--- config.mk ---
export PLATFORM = sky130hd
export DESIGN_NAME = sensor_frame_crc_decoder_core
export DESIGN_NICKNAME = d
export VERILOG_FILES = /design/src/rtl/scfd_pkg.sv /design/src/rtl/scfd_frame.sv /design/src/rtl/scfd_out.sv /design/src/rtl/sensor_frame_crc_decoder_core.sv
export VERILOG_INCLUDE_DIRS = /design/src /design/src/rtl
export SDC_FILE = /design/constraint.sdc
export NUM_CORES = 1
export LEC_CHECK = 0
export ABC_AREA = 1
export BUFFER_PORTS_ARGS = -buffer_cell sky130_fd_sc_hd__buf_2
export CAP_MARGIN = 10
export CORE_MARGIN = 1.5
export CORE_UTILIZATION = 40
export DETAILED_ROUTE_END_ITERATION = 7
export MAX_ROUTING_LAYER = met4
export PLACE_DENSITY_LB_ADDON = 0.1
export SLEW_MARGIN = 20
export SYNTH_ARGS = -nofsm -noshare
export SYNTH_HDL_FRONTEND = slang
export SYNTH_SLANG_ARGS = --single-unit
--- constraint.sdc ---
create_clock -name aclk -period 8.5 [get_ports aclk]
set_clock_uncertainty 0.2 [all_clocks]
set_input_delay 1.275 -clock aclk [delete_from_list [all_inputs] [get_ports aclk]]
set_output_delay 1.275 -clock aclk [all_outputs]
set_load 0.005 [all_outputs]
--- src/rtl/sensor_frame_crc_decoder_core_assert.svh ---
// Assertion macros shared by the sensor frame decoder RTL.
// No dependencies; clock and reset are passed in by each use.
`ifndef SENSOR_FRAME_CRC_DECODER_CORE_ASSERT_SVH
`define SENSOR_FRAME_CRC_DECODER_CORE_ASSERT_SVH
`ifndef SYNTH
// Check a property on every rising edge outside reset.
`define SCFD_ASSERT(lbl, clk, rstn, prop) \
    lbl: assert property (@(posedge clk) disable iff (!rstn) (prop)) \
        else $error("scfd assertion failed");
// Check that a condition implies a consequence in the next cycle.
`define SCFD_ASSERT_NEXT(lbl, clk, rstn, ante, cons) \
    lbl: assert property (@(posedge clk) disable iff (!rstn) (ante) |=> (cons)) \
        else $error("scfd assertion failed");
`else
`define SCFD_ASSERT(lbl, clk, rstn, prop)
`define SCFD_ASSERT_NEXT(lbl, clk, rstn, ante, cons)
`endif
`endif

--- src/rtl/scfd_pkg.sv ---
// Package for the sensor frame decoder: constants, result type, CRC and
// sign conversion functions. No dependencies.
package scfd_pkg;

    localparam logic [15:0] CRC_INIT = 16'hFFFF;
    localparam logic [15:0] CRC_POLY = 16'hA001;

    // Frame mode codes; the unused code behaves as MODE_BOTH
    localparam logic [1:0] MODE_TEMP_ONLY = 2'd0;
    localparam logic [1:0] MODE_HUM_ONLY  = 2'd1;
    localparam logic [1:0] MODE_BOTH      = 2'd2;

    // Payload lengths in bytes
    localparam logic [2:0] PLEN_SHORT = 3'd4;
    localparam logic [2:0] PLEN_LONG  = 3'd6;

    // Byte positions of the measurement words
    localparam logic [2:0] POS_W1_HI = 3'd2;
    localparam logic [2:0] POS_W1_LO = 3'd3;
    localparam logic [2:0] POS_W2_HI = 3'd4;
    localparam logic [2:0] POS_W2_LO = 3'd5;

    typedef struct packed {
        logic               valid;
        logic               crc_ok;
        logic signed [15:0] temperature_tenths;
        logic        [15:0] humidity_tenths;
        logic               temperature_present;
        logic               humidity_present;
    } scfd_result_t;

    // CRC-16/MODBUS update over one byte, LSB first
    function automatic logic [15:0] crc16_byte(input logic [15:0] crc_in,
                                               input logic [7:0]  data);
        logic [15:0] c;
        c = crc_in ^ {8'h00, data};
        for (int k = 0; k < 8; k++) begin
            if (c[0]) begin
                c = (c >> 1) ^ CRC_POLY;
            end else begin
                c = c >> 1;
            end
        end
        return c;
    endfunction

    // Sign-magnitude to two's complement; negative zero gives zero
    function automatic logic [15:0] sm_to_tc(input logic [15:0] w);
        logic [15:0] mag;
        mag = {1'b0, w[14:0]};
        return w[15] ? (16'd0 - mag) : mag;
    endfunction

endpackage

--- src/rtl/scfd_frame.sv ---
// Frame tracker: byte position, running CRC, measurement words, result build.
// Depends on scfd_pkg and the assertion header.
`include "sensor_frame_crc_decoder_core_assert.svh"

module scfd_frame (
    input  logic                  aclk,
    input  logic                  aresetn,
    input  logic                  accept,
    input  logic [7:0]            data_byte,
    input  logic                  first_of_frame,
    input  logic [1:0]            read_mode,
    output scfd_pkg::scfd_result_t result
);
    import scfd_pkg::*;

    logic [15:0] crc_reg, crc_next;
    logic [2:0]  pos_reg, pos_next;
    logic [15:0] word1_reg, word1_next;
    logic [15:0] word2_reg, word2_next;
    logic [7:0]  crc_lo_reg, crc_lo_next;

    logic [15:0] crc_cur;
    logic [2:0]  pos;
    logic [2:0]  plen;
    logic        temp_present;
    logic        hum_present;
    logic        temp_from_word2;

    // Restart position and CRC ahead of a frame-start byte
    assign pos     = first_of_frame ? 3'd0 : pos_reg;
    assign crc_cur = first_of_frame ? CRC_INIT : crc_reg;

    // Decode frame layout from the mode
    always_comb begin
        case (read_mode)
            MODE_TEMP_ONLY: begin
                plen            = PLEN_SHORT;
                temp_present    = 1'b1;
                hum_present     = 1'b0;
                temp_from_word2 = 1'b0;
            end
            MODE_HUM_ONLY: begin
                plen            = PLEN_SHORT;
                temp_present    = 1'b0;
                hum_present     = 1'b1;
                temp_from_word2 = 1'b0;
            end
            default: begin
                plen            = PLEN_LONG;
                temp_present    = 1'b1;
                hum_present     = 1'b1;
                temp_from_word2 = 1'b1;
            end
        endcase
    end

    // Advance frame state and build the result word
    always_comb begin
        crc_next    = crc_reg;
        pos_next    = pos_reg;
        word1_next  = word1_reg;
        word2_next  = word2_reg;
        crc_lo_next = crc_lo_reg;

        result.valid               = 1'b0;
        result.crc_ok              = ({data_byte, crc_lo_reg} == crc_cur);
        result.temperature_tenths  = temp_present
            ? sm_to_tc(temp_from_word2 ? word2_reg : word1_reg) : 16'd0;
        result.humidity_tenths     = hum_present ? word1_reg : 16'd0;
        result.temperature_present = temp_present;
        result.humidity_present    = hum_present;

        if (pos < plen) begin
            crc_next = crc16_byte(crc_cur, data_byte);
            pos_next = pos + 3'd1;
            case (pos)
                POS_W1_HI: word1_next[15:8] = data_byte;
                POS_W1_LO: word1_next[7:0]  = data_byte;
                POS_W2_HI: word2_next[15:8] = data_byte;
                POS_W2_LO: word2_next[7:0]  = data_byte;
                default:   word1_next       = word1_reg;
            endcase
        end else if (pos == plen) begin
            crc_next    = crc_cur;
            crc_lo_next = data_byte;
            pos_next    = pos + 3'd1;
        end else begin
            crc_next     = CRC_INIT;
            pos_next     = 3'd0;
            result.valid = 1'b1;
        end
    end

    // Update state only on an accepted byte
    always_ff @(posedge aclk) begin
        if (!aresetn) begin
            crc_reg    <= CRC_INIT;
            pos_reg    <= 3'd0;
            word1_reg  <= 16'd0;
            word2_reg  <= 16'd0;
            crc_lo_reg <= 8'd0;
        end else if (accept) begin
            crc_reg    <= crc_next;
            pos_reg    <= pos_next;
            word1_reg  <= word1_next;
            word2_reg  <= word2_next;
            crc_lo_reg <= crc_lo_next;
        end
    end

    `SCFD_ASSERT_NEXT(a_final_restarts, aclk, aresetn, accept && result.valid,
        pos_reg == 3'd0 && crc_reg == CRC_INIT)
    `SCFD_ASSERT_NEXT(a_start_advances, aclk, aresetn, accept && first_of_frame,
        pos_reg == 3'd1)
    `SCFD_ASSERT_NEXT(a_idle_holds, aclk, aresetn, !accept,
        $stable(crc_reg) && $stable(pos_reg))

endmodule

--- src/rtl/scfd_out.sv ---
// Result register: holds one decoded frame result until taken downstream.
// Depends on scfd_pkg and the assertion header.
`include "sensor_frame_crc_decoder_core_assert.svh"

module scfd_out (
    input  logic                  aclk,
    input  logic                  aresetn,
    input  logic                  load,
    input  scfd_pkg::scfd_result_t result_in,
    input  logic                  m_ready,
    output logic                  m_valid,
    output scfd_pkg::scfd_result_t result_out
);
    import scfd_pkg::*;

    logic         valid_reg, valid_next;
    scfd_result_t data_reg;

    // Set on load, drop once taken
    always_comb begin
        if (load) begin
            valid_next = 1'b1;
        end else if (m_ready) begin
            valid_next = 1'b0;
        end else begin
            valid_next = valid_reg;
        end
    end

    always_ff @(posedge aclk) begin
        if (!aresetn) begin
            valid_reg <= 1'b0;
        end else begin
            valid_reg <= valid_next;
        end
    end

    // Capture payload on load
    always_ff @(posedge aclk) begin
        if (load) begin
            data_reg <= result_in;
        end
    end

    assign m_valid    = valid_reg;
    assign result_out = data_reg;

    `SCFD_ASSERT_NEXT(a_load_sets, aclk, aresetn, load, valid_reg)
    `SCFD_ASSERT_NEXT(a_stall_keeps, aclk, aresetn, valid_reg && !m_ready && !load,
        valid_reg && $stable(data_reg))
    `SCFD_ASSERT_NEXT(a_empty_stays, aclk, aresetn, !valid_reg && !load, !valid_reg)

endmodule

--- src/rtl/sensor_frame_crc_decoder_core.sv ---
// Top level of the sensor frame decoder: ports, mode register, wiring.
// Depends on scfd_pkg, scfd_frame and scfd_out.
//
// channel  direction  handshake              payload
// s_       in         s_valid / s_ready      s_data_byte, s_first_of_frame
// m_       out        m_valid / m_ready      m_crc_ok, m_*_tenths, m_*_present
// cfg_     in         cfg_valid / cfg_ready  cfg_read_mode
//
// One byte is taken per cycle while s_ready is high; the CRC update, position
// decode and result build sit between the frame state and the result register.
// A frame's result appears on m_ in the cycle after its final byte is taken.
// s_ready drops only while a result waits and m_ready is low.
// Synchronous active-low reset clears position, CRC, result valid; mode to 2.
module sensor_frame_crc_decoder_core (
    input  logic               aclk,
    input  logic               aresetn,
    input  logic               s_valid,
    output logic               s_ready,
    input  logic [7:0]         s_data_byte,
    input  logic               s_first_of_frame,
    output logic               m_valid,
    input  logic               m_ready,
    output logic               m_crc_ok,
    output logic signed [15:0] m_temperature_tenths,
    output logic        [15:0] m_humidity_tenths,
    output logic               m_temperature_present,
    output logic               m_humidity_present,
    input  logic               cfg_valid,
    output logic               cfg_ready,
    input  logic [1:0]         cfg_read_mode
);
    import scfd_pkg::*;

    logic         [1:0] read_mode_reg;
    logic               in_accept;
    scfd_result_t       frame_result;
    scfd_result_t       out_result;

    // Mode register, always writable
    assign cfg_ready = 1'b1;

    always_ff @(posedge aclk) begin
        if (!aresetn) begin
            read_mode_reg <= MODE_BOTH;
        end else if (cfg_valid) begin
            read_mode_reg <= cfg_read_mode;
        end
    end

    // Accept while the result register is free or draining
    assign s_ready   = !m_valid || m_ready;
    assign in_accept = s_valid && s_ready;

    scfd_frame u_frame (
        .aclk           (aclk),
        .aresetn        (aresetn),
        .accept         (in_accept),
        .data_byte      (s_data_byte),
        .first_of_frame (s_first_of_frame),
        .read_mode      (read_mode_reg),
        .result         (frame_result)
    );

    scfd_out u_out (
        .aclk       (aclk),
        .aresetn    (aresetn),
        .load       (in_accept && frame_result.valid),
        .result_in  (frame_result),
        .m_ready    (m_ready),
        .m_valid    (m_valid),
        .result_out (out_result)
    );

    // Unpack result word onto ports
    assign m_crc_ok              = out_result.crc_ok;
    assign m_temperature_tenths  = out_result.temperature_tenths;
    assign m_humidity_tenths     = out_result.humidity_tenths;
    assign m_temperature_present = out_result.temperature_present;
    assign m_humidity_present    = out_result.humidity_present;

endmodule
==> results by group <==
CTS
  • CTS tree: yes
  • CTS sink cnt: 97
  • Setup Buffers After CTS: 0
  • CTS buffer count: 9
  • H-tree depth: 3
  • Hold buffer count at CTS: 0
  • Clock transition at path regs: ~0.070 ns
  • Clk_lat worst skew: about 0.36 ns
  • Clock Tree Root: clkbuf_16
  • Clock buffer depth: 2
  • Post-CTS sizing: 0

Cells and area
  • # nets final: around 670
  • Max reg flops: 35
  • Layout cell share with drive strength beyond 1: 0.1743
  • Area Growth Syn to Fin: 13.44%
  • Diodes inserted: 0
  • Post-Layout Cell Count: ~820

Yosys
  • Share of the synthesized area in the top cell type: 0.2501
  • Post-synth EDFFs: 35
  • Top post-synthesis cells by area: dfxtp_1 (25%), edfxtp_1 (21%), nand2_1 (7.9%)
  • Top cells by count, synth: nand2_1 (105), inv_1 (77), a21oi_1 (74), dfxtp_1 (62), o21ai_0 (60)
  • Cell variety after synth: 43
  • Synth Net Count: 632
  • Mapped Area: slightly below 5000 sq um
  • Top FF cell, synth: dfxtp_1
  • Yosys top cell by area: dfxtp_1
  • Register bit total from synthesis: 97
  • Yosys Warn Count: 0
  • Mapped Avg Cell Area: about 8.1 sq um
  • Sequential share of the synthesized area: 0.4619
  • Synthesized instance count: roughly 610
  • Top-count cell post-synth: nand2_1
  • FFs w/ async S/R, synth: 0

Route
  • Final WL: between 10 and 15 mm
  • DR WL/cell: around 14 um
  • DRC: 0
  • Pre-antenna DRT Iters: 4
  • DR vias: 4038
  • Post-route antenna net violation count: 0
  • Number of vias per cell: ~4.9
  • Drt initial violations: just under 200

Power
  • Pwr Total: between 1000 and 1500 uW
  • Leak Pwr: ~0.0024 uW
  • Maximum VDD drop: ~0.079 mV
  • Pwr dens: 190.4 nW/um^2

Floorplanning
  • Die Y: approximately 110 um
  • Die Area: approximately 13000 sq um
  • Core area: between 10000 and 15000 sq um
  • Starting Density: 0.4114
  • IO Pins: 54
  • FP Rows: 40
  • Die Wd: around 110 um

Timing
  • Final min period: 3.773 ns
  • Slew headroom: 0.5055
  • Setup_tns: 0 ns
  • Fmax: between 200 and 300 MHz
  • Slew Viols, Final: 0
  • Measured slew at the worst slew-check pin: roughly 0.74 ns
  • Final Hold Fails: 0
  • RSZ-0062 raised after global routing: no
  • Final period util: 0.4439
  • Final setup vio count: 0

Setup path
  • Worst reg-to-reg setup slack: 5.74 ns
  • CP endpoint kind: register
  • Crit path arrival time: around 3.8 ns
  • Setup CP Type: in2reg
  • CP Launch Type: input pin
  • Worst-path maximum fanout: 36
  • Crit path required time: approximately 8.5 ns

Run
  • Max cap viols: 0

Placement
  • Hpwl dp: about 8.4 mm
  • GP Congestion: 0.8955
  • Placed cell count: 806
  • PortBufs: 52

Global routing
  • First-pass GRT wire length: between 15 and 20 mm
  • Vias in the first global route: ~3700
  • GR Util All Layers: 0.1990
  • Initial antenna violation count: 0
  • GRT Residual Overflow: 0
  • Pin count of the biggest net entering global routing: 48

Run status
  • Outcome: completed

Min path
  • Worst min path class: reg2reg
-- metrics by stage --
| stage | hold WS, ns | area, sq um | setup WS, ns | utilization |
|---|---|---|---|---|
| floorplan | 0.2237 | 4962 | 3.333 | - |
| global placement | 0.2345 | 5308 | 4.504 | 0.4400 |
| detailed placement | 0.2373 | 5308 | 4.361 | 0.4400 |
| CTS | 0.2482 | 5629 | 4.725 | 0.4667 |
| global route | 0.2691 | 5629 | 4.444 | 0.4667 |
| finish | 0.2468 | 5629 | 4.727 | 0.4667 |
-- layout make-up --
cell class | instances | area, sq um
fillers | 1208 | 6432
clock buffers | 11 | 264.0
well taps | 168 | 210.2
multi-input cells | 400 | 2195
flip-flops and latches | 97 | 2292
inverters | 85 | 320.3
repair buffers | 56 | 290.3
clock inverters | 5 | 57.56
-- worst max-delay path, stage by stage --
cell	delay, ns
buf_2	0.33
inv_1	0.22
nand2_1	0.14
ha_1	0.21
nor2_2	0.48
inv_2	0.21
nor3_2	0.19
buf_4	0.43
inv_1	0.12
nand2_1	0.12
a211oi_1	0.06
-- path summary, 6_finish.rpt --
kind,start,cells past startpoint,end
max,s_first_of_frame,11,u_frame.pos_reg[2]
min,u_frame.word2_reg[2],2,u_frame.word2_reg[2]
max reg2reg,read_mode_reg[1],9,u_frame.pos_reg[2]
min reg2reg,u_frame.word2_reg[2],2,u_frame.word2_reg[2]
-- report_power, final --
| part | internal [uW] | switching [uW] | total [uW] | leakage [uW] |
|---|---|---|---|---|
| clock | 255 | 181 | 436 | 0.000161 |
| sequential | 493 | 7.36 | 500 | 0.000827 |
| combinational | 44.9 | 90.7 | 136 | 0.00140 |
| total | 793 | 279 | 1070 | 0.00239 |
-- kinds of logic after synthesis --
group                    after synthesis  synth area share
adder cells (fa/ha/maj)                7           0.01765
AO/OA/AOI/OAI                        171            0.1919
flip-flops                            97            0.4619
XOR/XNOR                              17           0.03808
buffers and inverters                112           0.09682
other                                  1         0.0007557
AND/OR/NAND/NOR                      204            0.1929
-- placed cells by master, fill, tap and decap left out, drive strengths merged --
master / n
nand2: 110
inv: 86
o21ai: 76
a21oi: 74
dfxtp: 62
nor2: 59
buf: 56
edfxtp: 35
nand3: 19
xor2: 13
clkbuf: 11
o221ai: 8
ha: 7
nor3: 7
nand4: 6
o211ai: 4
clkinv: 3
xnor2: 3
a211oi: 3
or2: 2
a221oi: 2
nor4: 1
a41oi: 1
xnor3: 1
o311ai: 1
o21a: 1
a31oi: 1
conb: 1
bufinv: 1
-- routing by layer --
layer / global-route usage / vias up / wire (um)
met5: - / - / 0
met4: 0.07583 / 0 / 286
met3: 0.04341 / 20 / 419
met2: 0.3337 / 83 / 5885
met1: 0.2336 / 1841 / 5249
li1: - / 2094 / -
Power figures use the tool's default switching activity.
